--- src/rtl/core/tcw_pkg.sv ---
`timescale 1ns / 1ps
// ----------------------------------------------------------------------------
// Text console writer package
// Geometry constants, field widths, command codes and the types shared by
// the controller and the datapath.
// ----------------------------------------------------------------------------
package tcw_pkg;

   localparam int COLUMNS   = 80;
   localparam int ROWS      = 25;
   localparam int CELLS     = ROWS * COLUMNS;

   localparam int ROW_W     = $clog2(ROWS + 1);
   localparam int ROW_IDX_W = $clog2(ROWS);
   localparam int COL_IDX_W = $clog2(COLUMNS);
   localparam int LEN_W     = $clog2(COLUMNS + 1);
   localparam int ADDR_W    = $clog2(CELLS);

   localparam int CMD_W     = 3;
   localparam int CHAR_W    = 8;
   localparam int DELTA_W   = 6;
   localparam int RD_ROW_W  = 5;
   localparam int RD_COL_W  = 7;
   localparam int OUT_ROW_W = 5;
   localparam int OUT_COL_W = 7;
   localparam int CELL_W    = 16;
   localparam int TGT_W     = ROW_W + DELTA_W;

   localparam logic [7:0] TEXT_ATTR = 8'h0F;
   localparam logic [7:0] NEWLINE   = 8'h0A;

   typedef enum logic [CMD_W-1:0] {
      CMD_PUT       = 3'd0,
      CMD_BACKSPACE = 3'd1,
      CMD_CLEAR     = 3'd2,
      CMD_MOVE      = 3'd3,
      CMD_READ      = 3'd4
   } cmd_type;

   typedef enum logic [3:0] {
      ST_INIT,
      ST_IDLE,
      ST_DECODE,
      ST_SCROLL,
      ST_PUT,
      ST_BS_LOOK,
      ST_BS_PREV,
      ST_BS_ERASE,
      ST_CLEAR,
      ST_MOVE_ROW,
      ST_MOVE_COL,
      ST_READ_ISSUE,
      ST_READ_TAKE,
      ST_RESPOND
   } state_type;

   typedef enum logic [3:0] {
      DP_NOP,
      DP_CAPTURE,
      DP_INIT_SWEEP,
      DP_CLEAR_SWEEP,
      DP_SCROLL_SWEEP,
      DP_PUT,
      DP_BS_LOOK,
      DP_BS_PREV,
      DP_BS_ERASE,
      DP_MOVE_ROW,
      DP_MOVE_COL,
      DP_READ_ISSUE,
      DP_READ_TAKE,
      DP_RESPOND
   } dp_op_type;

   typedef struct packed {
      cmd_type cmd;
      logic    char_zero;
      logic    char_newline;
      logic    cursor_past;
      logic    cursor_zero;
      logic    next_row_past;
      logic    delta_zero;
      logic    read_in_range;
      logic    sweep_row_last;
      logic    sweep_all_last;
      logic    out_free;
   } dp_status_type;

endpackage

--- src/rtl/core/tcw_ctrl.sv ---
`timescale 1ns / 1ps
// ----------------------------------------------------------------------------
// Text console writer controller
// Sequences each command through the datapath, one operation per cycle.
// ----------------------------------------------------------------------------
module tcw_ctrl (
   input  logic                   clock,
   input  logic                   reset,
   input  logic                   req_valid,
   output logic                   req_stall,
   input  tcw_pkg::dp_status_type status,
   output tcw_pkg::dp_op_type     op
);

   tcw_pkg::state_type state_ff, state_in;
   logic               put_done_ff, put_done_in;

   always_comb begin
      state_in = state_ff;
      unique case (state_ff)
         tcw_pkg::ST_INIT: begin
            if (status.sweep_all_last) begin
               state_in = tcw_pkg::ST_IDLE;
            end
         end
         tcw_pkg::ST_IDLE: begin
            if (req_valid) begin
               state_in = tcw_pkg::ST_DECODE;
            end
         end
         tcw_pkg::ST_DECODE: begin
            unique case (status.cmd)
               tcw_pkg::CMD_PUT: begin
                  if (status.char_zero) begin
                     state_in = tcw_pkg::ST_RESPOND;
                  end else if (status.cursor_past) begin
                     state_in = tcw_pkg::ST_SCROLL;
                  end else begin
                     state_in = tcw_pkg::ST_PUT;
                  end
               end
               tcw_pkg::CMD_BACKSPACE: begin
                  state_in = status.cursor_zero ? tcw_pkg::ST_RESPOND : tcw_pkg::ST_BS_LOOK;
               end
               tcw_pkg::CMD_CLEAR: begin
                  state_in = tcw_pkg::ST_CLEAR;
               end
               tcw_pkg::CMD_MOVE: begin
                  state_in = status.delta_zero ? tcw_pkg::ST_RESPOND : tcw_pkg::ST_MOVE_ROW;
               end
               tcw_pkg::CMD_READ: begin
                  state_in = status.read_in_range ? tcw_pkg::ST_READ_ISSUE
                                                  : tcw_pkg::ST_RESPOND;
               end
               default: begin
                  state_in = tcw_pkg::ST_RESPOND;
               end
            endcase
         end
         tcw_pkg::ST_SCROLL: begin
            if (status.sweep_row_last) begin
               state_in = put_done_ff ? tcw_pkg::ST_RESPOND : tcw_pkg::ST_PUT;
            end
         end
         tcw_pkg::ST_PUT: begin
            if (status.char_newline && status.next_row_past) begin
               state_in = tcw_pkg::ST_SCROLL;
            end else begin
               state_in = tcw_pkg::ST_RESPOND;
            end
         end
         tcw_pkg::ST_BS_LOOK:    state_in = tcw_pkg::ST_BS_PREV;
         tcw_pkg::ST_BS_PREV:    state_in = tcw_pkg::ST_BS_ERASE;
         tcw_pkg::ST_BS_ERASE:   state_in = tcw_pkg::ST_RESPOND;
         tcw_pkg::ST_CLEAR: begin
            if (status.sweep_all_last) begin
               state_in = tcw_pkg::ST_RESPOND;
            end
         end
         tcw_pkg::ST_MOVE_ROW:   state_in = tcw_pkg::ST_MOVE_COL;
         tcw_pkg::ST_MOVE_COL:   state_in = tcw_pkg::ST_RESPOND;
         tcw_pkg::ST_READ_ISSUE: state_in = tcw_pkg::ST_READ_TAKE;
         tcw_pkg::ST_READ_TAKE:  state_in = tcw_pkg::ST_RESPOND;
         tcw_pkg::ST_RESPOND: begin
            if (status.out_free) begin
               state_in = tcw_pkg::ST_IDLE;
            end
         end
         default: begin
            state_in = tcw_pkg::ST_INIT;
         end
      endcase
   end

   always_comb begin
      op          = tcw_pkg::DP_NOP;
      put_done_in = put_done_ff;
      unique case (state_ff)
         tcw_pkg::ST_INIT:       op = tcw_pkg::DP_INIT_SWEEP;
         tcw_pkg::ST_IDLE: begin
            if (req_valid) begin
               op          = tcw_pkg::DP_CAPTURE;
               put_done_in = 1'b0;
            end
         end
         tcw_pkg::ST_DECODE:     op = tcw_pkg::DP_NOP;
         tcw_pkg::ST_SCROLL:     op = tcw_pkg::DP_SCROLL_SWEEP;
         tcw_pkg::ST_PUT: begin
            op          = tcw_pkg::DP_PUT;
            put_done_in = 1'b1;
         end
         tcw_pkg::ST_BS_LOOK:    op = tcw_pkg::DP_BS_LOOK;
         tcw_pkg::ST_BS_PREV:    op = tcw_pkg::DP_BS_PREV;
         tcw_pkg::ST_BS_ERASE:   op = tcw_pkg::DP_BS_ERASE;
         tcw_pkg::ST_CLEAR:      op = tcw_pkg::DP_CLEAR_SWEEP;
         tcw_pkg::ST_MOVE_ROW:   op = tcw_pkg::DP_MOVE_ROW;
         tcw_pkg::ST_MOVE_COL:   op = tcw_pkg::DP_MOVE_COL;
         tcw_pkg::ST_READ_ISSUE: op = tcw_pkg::DP_READ_ISSUE;
         tcw_pkg::ST_READ_TAKE:  op = tcw_pkg::DP_READ_TAKE;
         tcw_pkg::ST_RESPOND:    op = tcw_pkg::DP_RESPOND;
         default:                op = tcw_pkg::DP_NOP;
      endcase
   end

   assign req_stall = (state_ff != tcw_pkg::ST_IDLE);

   always_ff @(posedge clock) begin
      if (reset) begin
         state_ff    <= tcw_pkg::ST_INIT;
         put_done_ff <= 1'b0;
      end else begin
         state_ff    <= state_in;
         put_done_ff <= put_done_in;
      end
   end

endmodule

--- config.mk ---
export PLATFORM = sky130hd
export DESIGN_NAME = tcw_ctrl
export DESIGN_NICKNAME = d
export VERILOG_FILES = /design/src/rtl/core/tcw_pkg.sv /design/src/rtl/core/tcw_ctrl.sv
export SDC_FILE = /design/constraint.sdc
export NUM_CORES = 1
export LEC_CHECK = 0
export ABC_AREA = 1
export BUFFER_PORTS_ARGS = -buffer_cell sky130_fd_sc_hd__buf_2
export CAP_MARGIN = 20
export CORE_MARGIN = 5
export CORE_UTILIZATION = 35
export CTS_CLUSTER_DIAMETER = 60
export CTS_CLUSTER_SIZE = 30
export DETAILED_ROUTE_END_ITERATION = 10
export SETUP_SLACK_MARGIN = 0.2
export SYNTH_ARGS = -nofsm -noshare
export SYNTH_HDL_FRONTEND = slang
export SYNTH_SLANG_ARGS = --single-unit
--- constraint.sdc ---
create_clock -name clock -period 1.1 [get_ports clock]
set_clock_uncertainty 0.05 [all_clocks]
set_input_delay 0.11 -clock clock [delete_from_list [all_inputs] [get_ports clock]]
set_output_delay 0.11 -clock clock [all_outputs]
set_load 0.02 [all_outputs]
; Word level (Yosys, flattened, before mapping)
; Index checks and enable logic that the tools add are counted.
[totals]
regBits = 5
input_bits = 16
output_inout_bits = 5
wordCells = 50
[op_classes]
n_eq_ne = 23
mux = 18
reduce_logical = 7
[ops]
columns = op, n
row1 = 4-bit case mux with 13 select lines, 1
row2 = 4-bit case mux with 12 select lines, 1
row3 = 4-bit 2-to-1 mux, 9
row4 = 4-bit equality test (second input constant), 6
row5 = 4-bit case mux with 5 select lines, 1
row6 = 4-bit by 3-bit equality test with 1-bit output (second input constant), 4
row7 = 2-bit != test (second input constant), 5
row8 = 3-bit 2-to-1 mux, 3
row9 = 4-bit by 2-bit equality test with 1-bit output (second input constant), 2
row10 = 3-bit by 2-bit equality test with 1-bit output (second input constant), 2
row11 = 5-bit AND reduction, 1
row12 = 4-bit by 1-bit equality test with 1-bit output (second input constant), 1
row13 = 4-bit zero test, 1
row14 = 4-bit by 1-bit != test with 1-bit output (second input constant), 1
row15 = 3-bit by 1-bit equality test with 1-bit output (second input constant), 1
row16 = 3-bit equality test (second input constant), 1
row17 = 3-bit zero test, 1
row18 = 3-bit OR reduction, 1
row19 = 1-bit 2-to-1 mux, 2
row20 = 1-bit case mux with 2 select lines, 1
row21 = 2-bit AND reduction, 1
row22 = 2-bit nonzero test, 1
row23 = 1-bit logical AND, 1

; Longest topological paths before layout
[logic_depth]
depth_word = 4
depth_mapped = 10
mapped_depth_nobuf = 9

; Worst setup path before layout
; No wires, ideal clock.
[synth_timing]
path_type = register to register
from = register state_ff[2]
to = register state_ff[0]
setup_ns = 0.118
arrival_time_ns = 1.166
required_ns = 0.932
slack_ns = -0.234
stages_incl_launch_ff = 8
path_buffers = 1
synth_period_minus_slack_ns = 1.334
cell_sequence = dfxtp_1 > buf_4 > nor2_4 > nand2_1 > o21ai_1 > nor2_4 > nand2_1 > a21oi_1
[synth_between]
elab_chain_len = 3
word_cells_on_any_way = 22
classes_between = 18 x eq/ne / 1 x mux / 3 x reduce/logical
[synth_lines]
columns = element, line
row1 = from (decl), tcw_ctrl.sv:15  ; tcw_pkg::state_type state_ff, state_in;
row2 = from (signal assigned), tcw_ctrl.sv:129  ; state_ff <= tcw_pkg::ST_INIT;
row3 = from (signal assigned), tcw_ctrl.sv:132  ; state_ff <= state_in;
row4 = "4-bit equality test, or another cell as far along", tcw_ctrl.sv:20  ; unique case (state_ff)
row5 = 3-bit OR reduction (no source line) / 2-bit != test (equally long branches), -
row6 = 4-bit case mux with 12 select lines / 5-bit AND reduction (equally long branches), -
; Several ways; a longest one is shown, not always the timed one.
; A chain may end at the register's enable or synchronous reset.

; Worst setup path in the final report
[layout_timing]
from = register state_ff[1]
to = output port op[0]
[layout_between]
elab_chain_len = 2
word_cells_on_any_way = 14
classes_between = 12 x eq/ne / 1 x mux / 1 x reduce/logical
[layout_lines]
columns = element, line
row1 = "4-bit equality test, or another cell as far along", tcw_ctrl.sv:98  ; unique case (state_ff)
row2 = 4-bit case mux with 13 select lines *, tcw_ctrl.sv:98
row3 = to (decl), tcw_ctrl.sv:12  ; output tcw_pkg::dp_op_type op
; Every way passes the cells marked *; elsewhere a longest branch is shown, timed or not.

==> flow_summary_export.csv <==
group,metric,value,unit
outcome,status,"finished with violations",
outcome,failed_checks,"setup timing",
layout,n_antenna_cell,0,
layout,final_nets,174,
global_routing,grt_pass1_wl,3601,um
floorplan,die_h,51.25,um
sta,fin_crit_sh,131.5,%
critical_path,r2r_slack,-0.30,ns
route,drtIter0Drc,36,
sta,slew_viol_final,0,
critical_path,crit_type,"flip-flop to output port",
critical_path,crit_top_cell,"nor2_2",
yosys,yosysWarnings,0,
global_routing,grt.total_usage,17.85,%
yosys,netlist.area_leader.share,23.32,%
floorplan,fp.dieW,51.25,um
sta,tightest_slew,0.1923,ns
route,wl_per_cell,13.15,um
global_routing,grt_remaining_overflow,0,
floorplan,core_area,1670,um^2
pwr,pwr-share-clk,9.1,%
critical_path,cp.required,0.94,ns
worst_hold_path,hp-start,"reset",
route,vias,887,
critical_path,max_stage_delay,0.41,ns
pwr,p_leak,0.5435,nW
clock_network,cts_tree,"built",
pwr,swShare,47.02,%
place,place_hpwl,1466,um
worst_hold_path,min_to,"state_ff[3]",
pwr,p_sw,1.089,mW
pwr,internal-power,1.227,mW
route,routed_via_density,5.098,
sta,relSlewSlack,87.13,%
clock_network,cts_inserted_buffers,3,
place,place_area,812.0,um^2
pwr,p_per_area,2130,nW/um^2
critical_path,r2r_start,"state_ff[2]",
yosys,synth_seq_cells,5,
route,first_pass_iters,5,
layout,drive_gt1_share,56.69,%
layout,final_design_area_no_fill,1087,um^2
worst_hold_path,hold_path_class,"input pin to flip-flop",
sta,fin_crit,1.447,ns
critical_path,end_kind,"output port",
global_routing,antenna_found_initial,0,
pwr,pwr-share-comb,74.6,%
critical_path,rr_worst_depth,10,
critical_path,crit_fanout,7,
yosys,yosysTopAreaCell,"nand2_1",
flow_run,max_cap_violations,0,
sta,fin_ws,-0.3467,ns
clock_network,cts_root_buf,"clkbuf_4",
critical_path,critical_path.slowest_cell,"dfxtp_4",
yosys,synth_nets,126,
sta,grt_setup_unrepaired,"true",
critical_path,r2r-end,"state_ff[1]",
clock_network,clock_path_buffers,2,
critical_path,crit_family,"flip-flops",
global_routing,grt_pass1_vias,826,
yosys,synthesis.area,595.6,um^2
floorplan,initial_core_util,35.66,%
critical_path,worstSetupStartpointType,"flip-flop",
route,detail_route.wirelength,2288,um
worst_hold_path,whs_path_depth,2,
clock_network,clkLatencyLatePin,0.24,ns
route,drc,0,
clock_network,htreeDepth,1,
critical_path,crit_chain,"inv_4, nand2_4, nor2_2, nor2_2, nand4_1, buf_4",
sta,finalSetupViolCount,10,
route,antenna_left,0,
pwr,seq_power_share,16.3,%
yosys,ys_types,19,
pwr,total_power,2.316,mW
critical_path,crit_buf_inv,2,
global_routing,grt_max_degree,8,
place,io_buffers,20,
layout,area_delta_synth_final,82.56,%
clock_network,clkSlewWorstSetupHoldPaths,0.04,ns
pwr,irDropWorstVdd,1170,uV
sta,max_freq,0.6912,GHz
sta,hold_violations,0,
yosys,synthTopCellsByArea,"nand2_1, dfxtp_1, nand3_1",
yosys,syn-instance-count,110,
floorplan,dieArea,2627,um^2
floorplan,io_pins,21,
layout,nFillCells,136,
yosys,yosysSeqAreaShare,16.81,%
clock_network,cts_sinks,5,
critical_path,cp.arrival,1.29,ns
place,gp_congestion,0.9371,
floorplan,rows,15,
yosys,syn-mean-instance-area,5.414,um^2
[sequential cells by signal, indices dropped and copies added (netlist names)]
register	cells
put_done_ff	1
state_ff	4
[synth_stat cells]
master,number
nand3b_1,1
inv_2,3
o21ai_2,1
nand4_1,3
nor2_4,3
o21ai_1,1
a21oi_2,1
nor2_1,13
o21ai_0,5
nand3_1,11
nor2_2,2
a21oi_1,7
and3_4,1
nor3_1,1
nand2_1,37
nand2_2,4
inv_1,10
buf_4,1
dfxtp_1,5
[routing by layer]
metal  wire length (um)  part of all wire, %  GRT usage (%)
met5                  0                    0              0
met4                 18                 0.79          4.803
met2               1196                   52          32.19
met1                967                   42          21.64
met3                106                  4.6          2.915
[power by group through the flow]
stage	clock (mW)	combinational (mW)	sequential (mW)
after global placement	0	1.15	0.329
after floorplan	0	0.832	0.302
after global routing	0.239	1.85	0.386
after detailed placement	0	1.15	0.331
final	0.210	1.73	0.379
after CTS	0.222	1.48	0.380
[layout make-up]
type	count	area, um^2	share of cell area (%)
Tap cell	17	21.27	1.956
Multi-Input combinational cell	91	538.0	49.48
Sequential cell	5	115.1	10.59
Clock buffer	4	26.28	2.417
Timing Repair Buffer	44	330.3	30.38
Inverter	13	56.30	5.178
[through the flow]
| stage | TNS [ns] | worst slack [ns] | std cells | hold slack [ns] | utilization (%) |
|---|---|---|---|---|---|
| floorplan | -0.2426 | -0.06500 | 110 | 0.1151 | - |
| global placement | -1.673 | -0.2231 | 154 | 0.2803 | 48.61 |
| detailed placement | -1.547 | -0.2053 | 154 | 0.2786 | 48.61 |
| CTS | -2.195 | -0.3377 | 169 | 0.02757 | 60.82 |
| global route | -3.219 | -0.3820 | 174 | 0.03233 | 65.09 |
| finish | -2.634 | -0.3467 | 174 | 0.03490 | 65.09 |
[logic make-up after synthesis]
| group | after synthesis | synth area share, % |
|---|---|---|
| flops | 5 | 16.81 |
| buf+inv | 14 | 9.455 |
| simple gates | 76 | 59.87 |
| compound gates | 15 | 13.86 |
[repair_timing]
action	CTS	global route
buffers inserted	11	5
hold buffers	0	0
setup endpoints to repair	10	10
resized for setup	34	10
pin swaps	11	8
gates cloned	0	0
[layout by cell type (no fill, tap or decap), types with 4 or more instances in the layout]
cell | Yosys | routed
o21ai_0 | 5 | 4
a21oi_1 | 7 | 6
nand3_1 | 11 | 9
inv_1 | 10 | 6
dfxtp_4 | 0 | 4
nand2_2 | 4 | 10
nor2_4 | 3 | 7
buf_2 | 0 | 15
nor2_1 | 13 | 8
buf_4 | 1 | 19
nand2_1 | 37 | 28
buf_6 | 0 | 10
inv_2 | 3 | 4
[worst max path at each step]
| stage | startpoint | to | slack (ns) | cells after the start |
|---|---|---|---|---|
| CTS | state_ff[0] | op[2] | -0.34 | 7 |
| finish | state_ff[1] | op[0] | -0.35 | 6 |
| global route | state_ff[1] | op[0] | -0.38 | 6 |
| floorplan | state_ff[2] | state_ff[3] | -0.07 | 7 |
| detailed placement | state_ff[2] | state_ff[0] | -0.21 | 9 |
| global placement | state_ff[0] | state_ff[0] | -0.22 | 6 |
[worst register-to-register path, cell delays in order, from the launching register on]
cell	delay [ns]
dfxtp_4	0.39
inv_4	0.05
nor2_4	0.14
nand2_2	0.09
buf_4	0.14
buf_6	0.11
o21ai_2	0.06
nor2_1	0.06
nand2_1	0.06
nand2_1	0.05
a21oi_1	0.11
Note: power is estimated with default switching activity, not from simulation.
